==> src/hdl/rle_texture_decoder_argb_top_assert.svh <==
// ----------------------------------------------------------------------------
// RLE texture decoder assertion macros
// Shared property shorthands, all clocked on clk and held off in reset.
// ----------------------------------------------------------------------------
`ifndef RLE_TEXTURE_DECODER_ARGB_TOP_ASSERT_SVH
`define RLE_TEXTURE_DECODER_ARGB_TOP_ASSERT_SVH

// same-cycle implication
`define RTDA_ASSERT_IMP(lbl, ante, cons, msg) \
    lbl: assert property (@(posedge clk) disable iff (!rst_n) (ante) |-> (cons)) \
        else $error(msg);

// next-cycle implication
`define RTDA_ASSERT_NXT(lbl, ante, cons, msg) \
    lbl: assert property (@(posedge clk) disable iff (!rst_n) (ante) |=> (cons)) \
        else $error(msg);

`endif

==> src/hdl/rtda_pkg.sv <==
// ----------------------------------------------------------------------------
// RLE texture decoder package
// Transfer types, codes, constants and the pixel expansion function.
// ----------------------------------------------------------------------------
package rtda_pkg;

    // fixed field widths
    localparam int TOTAL_W   = 25;
    localparam int MAX_EMIT  = 64;
    localparam int RUN_CNT_W = $clog2(MAX_EMIT + 1);

    // command codes
    localparam logic [7:0] CMD_SINGLE = 8'd0;
    localparam logic [7:0] RUN_MIN    = 8'd2;
    localparam logic [7:0] RUN_MAX    = 8'd250;

    // register indexes
    localparam logic REG_FORMAT = 1'b0;
    localparam logic REG_TOTAL  = 1'b1;

    localparam logic [TOTAL_W-1:0] TOTAL_RESET = 25'd65536;

    typedef enum logic [1:0] {
        ERR_OK         = 2'd0,
        ERR_BAD_CMD    = 2'd1,
        ERR_CLIPPED    = 2'd2,
        ERR_AFTER_DONE = 2'd3
    } err_t;

    typedef struct packed {
        logic        first_of_image;
        logic [7:0]  run_command;
        logic [15:0] pixel_word;
    } rec_item_t;

    typedef struct packed {
        logic [31:0] pixel_argb;
        logic        pixel_valid;
        logic        last_of_run;
        logic        image_done;
        err_t        error_code;
    } pix_item_t;

    // controller to datapath
    typedef struct packed {
        logic take_record;
        logic emit_pixel;
    } ctrl_cmd_t;

    // datapath to controller
    typedef struct packed {
        logic out_free;
        logic rec_error;
        logic run_last;
    } dp_status_t;

    typedef enum logic {
        ST_IDLE,
        ST_RUN
    } state_t;

    // widen a 16-bit packed pixel to ARGB8888
    function automatic logic [31:0] expand_pixel(input logic fmt_4444,
                                                 input logic [15:0] n);
        logic [7:0] a;
        logic [7:0] r;
        logic [7:0] g;
        logic [7:0] b;
        if (fmt_4444)
        begin
            a = {n[15:12], n[15:12]};
            r = {n[11:8], n[11:8]};
            g = {n[7:4], n[7:4]};
            b = {n[3:0], n[3:0]};
        end
        else
        begin
            a = n[15] ? 8'hff : 8'h00;
            r = {n[14:10], n[14:12]};
            g = {n[9:5], n[9:7]};
            b = {n[4:0], n[4:2]};
        end
        return {a, r, g, b};
    endfunction

endpackage

==> src/hdl/rtda_ctrl.sv <==
// ----------------------------------------------------------------------------
// RLE texture decoder controller
// Sequences record intake and per-pixel emission of a run.
// ----------------------------------------------------------------------------
module rtda_ctrl
    import rtda_pkg::*;
(
    input  logic       clk,
    input  logic       rst_n,
    input  logic       rec_valid,
    output logic       rec_stall,
    input  dp_status_t status,
    output ctrl_cmd_t  cmd
);

    state_t state_reg;
    state_t state_next;

    // state register
    always_ff @(posedge clk or negedge rst_n)
    begin
        if (!rst_n)
            state_reg <= ST_IDLE;
        else
            state_reg <= state_next;
    end

    // next state
    always_comb
    begin
        state_next = state_reg;
        case (state_reg)
            ST_IDLE:
            begin
                if (rec_valid && status.out_free && !status.rec_error)
                    state_next = ST_RUN;
            end
            ST_RUN:
            begin
                if (status.out_free && status.run_last)
                    state_next = ST_IDLE;
            end
            default: state_next = ST_IDLE;
        endcase
    end

    // outputs
    always_comb
    begin
        rec_stall       = 1'b1;
        cmd.take_record = 1'b0;
        cmd.emit_pixel  = 1'b0;
        case (state_reg)
            ST_IDLE:
            begin
                rec_stall       = !status.out_free;
                cmd.take_record = rec_valid && status.out_free;
            end
            ST_RUN:
            begin
                cmd.emit_pixel = status.out_free;
            end
            default: rec_stall = 1'b1;
        endcase
    end

endmodule

==> src/hdl/rtda_datapath.sv <==
// ----------------------------------------------------------------------------
// RLE texture decoder datapath
// Pixel counter, run counter, ARGB expansion and the output register.
// ----------------------------------------------------------------------------
module rtda_datapath
    import rtda_pkg::*;
#(
    parameter int COUNT_WIDTH = 25
)
(
    input  logic               clk,
    input  logic               rst_n,
    input  logic               format_is_4444,
    input  logic [TOTAL_W-1:0] pixel_total,
    input  rec_item_t          rec,
    input  ctrl_cmd_t          cmd,
    output dp_status_t         status,
    output logic               pix_valid,
    input  logic               pix_stall,
    output pix_item_t          pix
);

    logic [COUNT_WIDTH-1:0] left_reg;
    logic [COUNT_WIDTH-1:0] left_next;
    logic [RUN_CNT_W-1:0]   run_reg;
    logic [RUN_CNT_W-1:0]   run_next;
    logic                   clip_reg;
    logic                   clip_next;
    logic [31:0]            argb_reg;
    logic [31:0]            argb_next;
    logic                   out_valid_reg;
    logic                   out_valid_next;
    pix_item_t              pix_reg;
    pix_item_t              pix_next;

    // record decode
    logic [COUNT_WIDTH-1:0] left_eff;
    logic [7:0]             run8;
    logic [7:0]             run_a;
    logic                   cmd_ok;
    logic                   over_left;
    logic                   over_max;
    logic                   rec_done;

    always_comb
    begin
        left_eff  = rec.first_of_image ? COUNT_WIDTH'(pixel_total) : left_reg;
        rec_done  = (left_eff == '0);
        cmd_ok    = (rec.run_command == CMD_SINGLE) ||
                    (rec.run_command inside {[RUN_MIN:RUN_MAX]});
        run8      = (rec.run_command == CMD_SINGLE) ? 8'd1 : rec.run_command;
        over_left = (COUNT_WIDTH'(run8) > left_eff);
        run_a     = over_left ? left_eff[7:0] : run8;
        over_max  = (run_a > 8'(MAX_EMIT));
    end

    // status to controller
    always_comb
    begin
        status.out_free  = !out_valid_reg || !pix_stall;
        status.rec_error = rec_done || !cmd_ok;
        status.run_last  = (run_reg == RUN_CNT_W'(1));
    end

    // next values
    always_comb
    begin
        left_next      = left_reg;
        run_next       = run_reg;
        clip_next      = clip_reg;
        argb_next      = argb_reg;
        pix_next       = pix_reg;
        out_valid_next = out_valid_reg && pix_stall;

        if (cmd.take_record)
        begin
            left_next = left_eff;
            if (rec_done || !cmd_ok)
            begin
                pix_next.pixel_argb  = '0;
                pix_next.pixel_valid = 1'b0;
                pix_next.last_of_run = 1'b1;
                pix_next.image_done  = 1'b0;
                pix_next.error_code  = rec_done ? ERR_AFTER_DONE : ERR_BAD_CMD;
                out_valid_next       = 1'b1;
            end
            else
            begin
                run_next  = over_max ? RUN_CNT_W'(MAX_EMIT) : run_a[RUN_CNT_W-1:0];
                clip_next = over_left || over_max;
                argb_next = expand_pixel(format_is_4444, rec.pixel_word);
            end
        end
        else if (cmd.emit_pixel)
        begin
            left_next            = left_reg - COUNT_WIDTH'(1);
            run_next             = run_reg - RUN_CNT_W'(1);
            pix_next.pixel_argb  = argb_reg;
            pix_next.pixel_valid = 1'b1;
            pix_next.last_of_run = status.run_last;
            pix_next.image_done  = (left_reg == COUNT_WIDTH'(1));
            pix_next.error_code  = (status.run_last && clip_reg) ? ERR_CLIPPED : ERR_OK;
            out_valid_next       = 1'b1;
        end
    end

    // control registers
    always_ff @(posedge clk or negedge rst_n)
    begin
        if (!rst_n)
        begin
            left_reg      <= '0;
            run_reg       <= '0;
            clip_reg      <= 1'b0;
            out_valid_reg <= 1'b0;
        end
        else
        begin
            left_reg      <= left_next;
            run_reg       <= run_next;
            clip_reg      <= clip_next;
            out_valid_reg <= out_valid_next;
        end
    end

    // payload registers
    always_ff @(posedge clk)
    begin
        argb_reg <= argb_next;
        pix_reg  <= pix_next;
    end

    assign pix_valid = out_valid_reg;
    assign pix       = pix_reg;

endmodule

==> src/hdl/rle_texture_decoder_argb_top.sv <==
// ----------------------------------------------------------------------------
// RLE texture decoder, ARGB output
// Expands run-length records of 1555/4444 pixels into ARGB8888 pixels.
// ----------------------------------------------------------------------------
//  channel | signals                    | moves
//  rec     | rec_valid, rec_stall, rec  | one record (first flag, command, pixel)
//  pix     | pix_valid, pix_stall, pix  | one result (pixel, flags, error code)
//  apb     | psel .. prdata             | format_is_4444 at 0x0, pixel_total at 0x4
//
//  An error record (bad command or image complete) gives one error result.
//  A good record gives N pixels, N = min(run, pixels left, 64): the record
//  loads the run counter, then it emits one pixel per cycle unless pix stalls.
//  Reset clears the pixel counter, so the image must start with first_of_image.
//  A stall on pix holds the output register and the run counter.
// ----------------------------------------------------------------------------
module rle_texture_decoder_argb_top
    import rtda_pkg::*;
#(
    parameter int COUNT_WIDTH = 25
)
(
    input  logic        clk,
    input  logic        rst_n,
    input  logic        psel,
    input  logic        penable,
    input  logic        pwrite,
    input  logic [2:0]  paddr,
    input  logic [31:0] pwdata,
    output logic [31:0] prdata,
    output logic        pready,
    input  logic        rec_valid,
    output logic        rec_stall,
    input  rec_item_t   rec,
    output logic        pix_valid,
    input  logic        pix_stall,
    output pix_item_t   pix
);

    logic               format_reg;
    logic               format_next;
    logic [TOTAL_W-1:0] total_reg;
    logic [TOTAL_W-1:0] total_next;
    logic               cfg_write;
    ctrl_cmd_t          cmd;
    dp_status_t         status;

    // configuration registers
    assign pready    = 1'b1;
    assign cfg_write = psel && penable && pwrite;

    always_comb
    begin
        format_next = format_reg;
        total_next  = total_reg;
        if (cfg_write)
        begin
            case (paddr[2])
                REG_FORMAT: format_next = pwdata[0];
                REG_TOTAL:  total_next  = pwdata[TOTAL_W-1:0];
                default:    format_next = format_reg;
            endcase
        end
    end

    always_ff @(posedge clk or negedge rst_n)
    begin
        if (!rst_n)
        begin
            format_reg <= 1'b0;
            total_reg  <= TOTAL_RESET;
        end
        else
        begin
            format_reg <= format_next;
            total_reg  <= total_next;
        end
    end

    // register readback
    always_comb
    begin
        case (paddr[2])
            REG_FORMAT: prdata = {31'd0, format_reg};
            REG_TOTAL:  prdata = 32'(total_reg);
            default:    prdata = '0;
        endcase
    end

    rtda_ctrl u_ctrl (
        .clk       (clk),
        .rst_n     (rst_n),
        .rec_valid (rec_valid),
        .rec_stall (rec_stall),
        .status    (status),
        .cmd       (cmd)
    );

    rtda_datapath #(
        .COUNT_WIDTH (COUNT_WIDTH)
    ) u_datapath (
        .clk            (clk),
        .rst_n          (rst_n),
        .format_is_4444 (format_reg),
        .pixel_total    (total_reg),
        .rec            (rec),
        .cmd            (cmd),
        .status         (status),
        .pix_valid      (pix_valid),
        .pix_stall      (pix_stall),
        .pix            (pix)
    );

    // checks
`include "rle_texture_decoder_argb_top_assert.svh"

    `RTDA_ASSERT_IMP(a_no_take_when_blocked, pix_valid && pix_stall, rec_stall,
        "record taken while output register is blocked")
    `RTDA_ASSERT_IMP(a_done_ends_run, pix_valid && pix.image_done,
        pix.last_of_run && pix.pixel_valid, "image_done not on final pixel of a run")
    `RTDA_ASSERT_IMP(a_error_single, pix_valid && !pix.pixel_valid,
        pix.last_of_run && (pix.error_code == ERR_BAD_CMD ||
        pix.error_code == ERR_AFTER_DONE), "error result malformed")
    `RTDA_ASSERT_IMP(a_run_holds_input,
        pix_valid && pix.pixel_valid && !pix.last_of_run, rec_stall,
        "record taken in the middle of a run")
    `RTDA_ASSERT_NXT(a_stalled_pix_held, pix_valid && pix_stall,
        pix_valid && $stable(pix), "stalled pixel transfer changed")

endmodule
==> config.mk <==
export PLATFORM = sky130hd
export DESIGN_NAME = rle_texture_decoder_argb_top
export DESIGN_NICKNAME = d
export VERILOG_FILES = /design/src/hdl/rtda_pkg.sv /design/src/hdl/rtda_ctrl.sv /design/src/hdl/rtda_datapath.sv /design/src/hdl/rle_texture_decoder_argb_top.sv
export VERILOG_INCLUDE_DIRS = /design/src /design/src/hdl
export SDC_FILE = /design/constraint.sdc
export NUM_CORES = 1
export LEC_CHECK = 0
export BUFFER_PORTS_ARGS = -buffer_cell sky130_fd_sc_hd__buf_2
export CAP_MARGIN = 10
export CORE_MARGIN = 2
export CORE_UTILIZATION = 40
export CTS_CLUSTER_SIZE = 20
export DETAILED_ROUTE_END_ITERATION = 10
export GPL_ROUTABILITY_DRIVEN = 1
export PLACE_DENSITY = 0.64
export SETUP_SLACK_MARGIN = 0.4
export SLEW_MARGIN = 20
export SYNTH_ARGS = -nofsm -noshare
export SYNTH_HDL_FRONTEND = slang
export SYNTH_HIERARCHICAL = 1
export SYNTH_SLANG_ARGS = --single-unit
==> constraint.sdc <==
create_clock -name clk -period 10.3 [get_ports clk]
set_input_delay 2.06 -clock clk [delete_from_list [all_inputs] [get_ports clk]]
set_output_delay 2.06 -clock clk [all_outputs]
set_load 0.005 [all_outputs]
-- Word-level counts from Yosys, hierarchy flattened
Cells that the tools add are included.
- bits in registers: 130
- input port bits: 67
- output and inout port bits: 72
- word-level logic and storage cells: 80
- add/sub/neg operators: 2
- order comparisons: 4
- equal/unequal tests: 4
- mux-type cells: 29
- bitwise gates (word level): 3
- reductions and logical operators: 25
- operators with widths (cell ; count):
    2-to-1 mux 37 bit ; 3
    2-to-1 mux 25 bit ; 3
    one-hot mux 32 bit (2 select lines) ; 1
    2-to-1 mux 8 bit ; 7
    2-to-1 mux 7 bit ; 4
    == test 25 x 1 -> 1 bit (second input constant) ; 1
    greater-than comparator 8 x 25 -> 1 bit ; 1
    logical NOT 25 bit ; 1
    subtractor 25 x 1 -> 25 bit (second input constant) ; 1
    AND reduction 2 bit ; 5
    greater-or-equal comparator 8 x 2 -> 1 bit (second input constant) ; 1
    greater-than comparator 8 x 7 -> 1 bit (second input constant) ; 1
    <= comparator 8 bit (second input constant) ; 1
    logical AND 1 bit ; 8
    logical NOT 8 bit ; 1
    2-to-1 mux 1 bit ; 8
    == test 7 x 1 -> 1 bit (second input constant) ; 1
    subtractor 7 x 1 -> 7 bit (second input constant) ; 1
    logical NOT 1 bit ; 5
    logical OR 1 bit ; 4
    2-to-1 mux 2 bit ; 2
    inverter 1 bit ; 3
    inequality test 2 x 1 -> 1 bit (second input constant) ; 1
    inequality test 2 bit (second input constant) ; 1
    2 further kinds ; 2

-- Depth between registers and ports, before layout
- depth after elaboration: 9
- mapped depth: 11
- depth with buffers taken out: 9

-- Cells and area by module
The synthesis kept the hierarchy.
- by module, submodules not included (module ; times used ; cells each ; area each (µm²) ; sequential area each (µm²)):
    rtda_datapath ; 1 ; 501 ; 5146.2 ; 2682.6
    rle_texture_decoder_argb_top ; 1 ; 94 ; 1316.3 ; 651.9
    rtda_ctrl ; 1 ; 7 ; 76.3 ; 25.0

-- Worst setup path before layout
Ideal clock, no wire load.
- kind: input-to-reg
- from: in rec[24] in the netlist's numbering
- to: reg u_datapath.pix_reg (netlist bit u_datapath/pix[0]) (enable)
- library setup time: 0.423 ns
- data arrival time: 4.878 ns
- required time: 9.877 ns
- path slack: 4.999 ns
- stages: 7
- buffers on the path: 1
- path through: buf_4 > nor4b_1 > a31oi_1 > or4_4 > nand3_2 > inv_2 > nor2_1
- cells in the longest elaborated chain, start to end: 5
- ends and longest elaborated chain (element ; RTL line ; source):
    start, declared ; rle_texture_decoder_argb_top.sv:33 ; input rec_item_t rec,
    2-to-1 mux 25 bit ; rtda_datapath.sv:47 ; left_eff = rec.first_of_image ? COUNT_WIDTH'(pixel_total) : left_reg;
    logical NOT 25 bit ; rtda_datapath.sv:48 ; rec_done = (left_eff == '0);
    logical OR 1 bit ; rtda_datapath.sv:78 ; if (rec_done || !cmd_ok)
    inequality test 2 x 1 -> 1 bit (no line) ; -- ;
    AND reduction 2 bit (no line) ; -- ;
    end signal, assigned ; rtda_datapath.sv:130 ; pix_reg <= pix_next;
    end, declared ; rtda_datapath.sv:33 ; pix_item_t pix_reg;
No other way between the ends.
A chain may end at the register's enable or synchronous reset.

-- Final worst setup path
- from: in rec[24] in the netlist's numbering
- to: reg u_datapath.pix_reg (netlist bit u_datapath/pix[4]) (enable)
The elaborated chain is that of the path after synthesis.

==> metrics.md <==
| Metric | Value |
|---|---|
| Area contributors post-synth | edfxtp_1 (28%), dfrtp_1 (23%), mux2_4 (4.6%) |
| Reg2Reg Setup Slack | a little under 7000 ps |
| Min Tclk post-route | 5020 ps |
| Hold Path Class | flip-flop to flip-flop |
| Skew-Pair Late Insertion Delay | 420 ps |
| Synth Area in Compound Gates | 0.0848 |
| Critical Path Max Stage Delay | 860 ps |
| Slew headroom | 0.329 |
| Placed Area | 0.00723 mm2 |
| Critical R2R Launch | u_datapath/left_reg[7] |
| Via Count | approximately 4,800 |
| Clk slew on worst S/H paths | 60 ps |
| Peak supply drop | ~0.15 mV |
| Global-route wire length before repair | 24,100 um |
| Antenna-violating nets left | 0 |
| Die Span Y | 132 um |
| Vias per inst | ~5.1 |
| Post-synthesis cell type count | 67 |
| Async SR Flop Fraction | 0.500 |
| Final hold vios | 0 |
| 1st-pass router iterations | 5 |
| Hold buffer count at CTS | 0 |
| Setup bufs post-CTS | 0 |
| Critical path arrival | 5060 ps |
| Area of the die | approximately 0.017 mm2 |
| Hpwl dp | about 10,000 um |
| Startpoint Class | primary input |
| Max-cap violations | 0 |
| Nets | 783 |
| Syn. warnings | 6 |
| Share of the synthesized area in the top cell type | 0.280 |
| FF+latch count, synth | between 100 and 150 |
| Number of flops mapped to enable cells by yosys | slightly above 60 |
| Status | completed |
| Post-CTS sizing | 0 |
| Worst reg2reg path depth | 7 |
| Largest family of logic cells by synthesized area | simple AND/OR/NAND/NOR gates |
| Chip Width | about 130 um |
| Drt wl/cell | about 16 um |
| Synth Area in Simple Gates | 0.220 |
| Crit-path cells | buf_2, nand3_1, a22o_1, or4_4, nand3_2, inv_2, nor2_4 |
| Port Buffers | 121 |
| Worst path buffer plus inverter count | 2 |
| Tcrit/Tclk final | 0.487 |
| Critical path endpoint | u_datapath/pix[4] |
| Cell area after synthesis | around 0.0065 mm2 |
| Placer Congestion | around 0.9 |
| Num rows | between 40 and 50 |
| Actual transition at the worst max-transition pin | about 1000 ps |
| DRC | 0 |
| Crit. End Element | flip-flop |
| PwrDens | 256 mW/mm2 |
| Tot GR Track Use | 0.174 |
| Post-Route WL | about 15,000 um |
| CTS Sinks | between 100 and 150 |
| Pleak | 3.43 nW |
| Reg2reg end | u_datapath/pix[4] |
| Cell family with most CP delay | simple AND/OR/NAND/NOR gates |
| Setup CP Type | primary input to flip-flop |
| Clk Tree Root Cell | clkbuf_16 |
| Core Area | 0.0159 mm2 |
| Post-synthesis mux area share | 0.0874 |
| Max Clk Rate | ~0.2 GHz |
| Vias in the first global route | between 4,000 and 5,000 |
| Post-synthesis sequential area ratio | 0.514 |
| Initial Utilization | 0.410 |
| Initial antenna violation count | 0 |
| Io pins | around 140 |
| Largest net degree at the start of global routing | between 60 and 70 |
| # diodes | 0 |
| Share of cells above drive strength 1 | 0.293 |
| Crit path max-delay cell type | nor2_4 |
| Num CTS Buffers | 17 |
| Total gr overflow | 0 |
| Critical-path maximum fanout | 36 |
| RSZ-0062 raised after global routing | no |
| Layout Skew | 6.76 ps |
| Worst EP required | about 10,000 ps |
| CTS tree | built |
| Mapped Cells | roughly 600 |
| 1st-iter DRT viols | 241 |
| Post-Synth XOR/XNOR Area | 0.0214 |
| CTS Buffer Depth | 2 |
| Syn avg cell area | around 11 um2 |
| Layout area overhead | 19.8% |
| Post-route cell area | between 0.007 and 0.008 mm2 |
| Setup TNS | 0 ps |
| Max reg flops | 33 |
| Ys flop type | edfxtp_1 |
| Cell depth of the worst setup path | 7 |
| H-tree Lvls | 4 |
| # setup viols final | 0 |
| Origin of the worst setup path | rec[24] |
| Area leader, netlist | edfxtp_1 |
| Slew Viols, Final | 0 |
| Post-Synth Adder-Cell Area | 0.0230 |
-- worst min path at each step --
stage	cells after the start	start	to
after floorplan	2	u_datapath/left_reg[10]	u_datapath/left_reg[10]
after global placement	2	u_datapath/left_reg[10]	u_datapath/left_reg[10]
after detailed placement	2	u_datapath/left_reg[10]	u_datapath/left_reg[10]
after CTS	2	u_datapath/left_reg[10]	u_datapath/left_reg[10]
after global routing	2	u_datapath/left_reg[10]	u_datapath/left_reg[10]
final	2	u_datapath/left_reg[10]	u_datapath/left_reg[10]
-- cells in the mapped netlist, drive strengths merged (2+ instances only) --
library cell / number
mux2i: 17
nand3: 13
clkbuf: 28
edfxtp: 61
xor2: 11
a22o: 3
dfrtp: 60
a31oi: 2
nand2: 66
nor2: 47
nor2b: 31
a221oi: 4
mux2: 29
o221ai: 2
o211ai: 3
nand2b: 14
o21ai: 25
or3: 3
ha: 12
a211oi: 6
xnor2: 5
conb: 2
and2: 29
a221o: 4
nand3b: 4
buf: 18
nor4b: 5
a22oi: 4
or2: 3
nor3: 12
nand4b: 2
inv: 20
nor4: 20
a21o: 4
or4: 3
a21oi: 14
-- worst min-delay path, stage by stage, from the launching register on --
cell	delay (ps)
dfrtp_1	360
nand2_1	60
nand2_1	50
-- layout by cell type (no fill, tap or decap), types with 5 or more instances in the layout --
master / Yosys / layout
mux2_2: 9 / 9
nand2_1: 66 / 66
nor4_2: 5 / 5
nor2_1: 47 / 45
o21ai_0: 25 / 25
mux2_4: 20 / 20
inv_1: 19 / 19
clkbuf_16: 0 / 17
nand2b_1: 13 / 13
xnor2_1: 5 / 5
conb_1: 2 / 8
nor3_1: 11 / 11
xor2_1: 11 / 11
edfxtp_1: 61 / 61
a21oi_1: 14 / 14
ha_1: 12 / 12
mux2i_1: 17 / 17
nor4_1: 13 / 13
nand3_1: 12 / 12
buf_2: 1 / 121
inv_8: 0 / 5
and2_1: 28 / 28
dfrtp_1: 60 / 60
nor2b_1: 31 / 31
a211oi_1: 6 / 6
-- cell type report --
type                       count  area (um2)
sequential                   122        3360
tap                          216         270
clock buffer                  17         425
timing repair buffer         123         621
multi-input combinational    420        2900
fill                        1476        8110
clock inverter                15         181
inverter                      20        75.1
-- per-layer routing --
layer,vias to the layer above,share of wire,routed length (um),track usage
met2,154,0.50,7330,0.291
met5,-,0,0,0
li1,2323,-,-,-
met4,0,0.025,366,0.0761
met1,2271,0.43,6290,0.218
met3,25,0.046,671,0.0373
-- per-stage QoR --
step / std cells / worst slack (ps) / power (mW) / util / hold slack (ps)
3_5_place_dp: 901 / 4820 / 1.41 / 0.453 / 485
3_3_place_gp: 901 / 4900 / 1.38 / 0.453 / 480
5_1_grt: 933 / 5040 / 2.13 / 0.491 / 533
6_report: 933 / 5280 / 2.01 / 0.491 / 497
2_1_floorplan: 608 / 5000 / 1.21 / - / 460
4_1_cts: 933 / 5270 / 2.03 / 0.491 / 498
-- power by group --
group,total [mW],switching (mW),internal [mW]
Combinational,0.548,0.297,0.251
Clock,0.607,0.240,0.366
Sequential,0.852,0.145,0.707
-- kinds of logic (layout without fill, tap and decap cells) --
logic type,count (synthesis),count (layout)
fa+ha+maj,12,12
mux,46,46
buf+inv,66,175
compound gates,82,82
simple gates,256,256
xor+xnor,16,16
flops,122,122
other cells,2,8
Power figures use the tool's default switching activity.
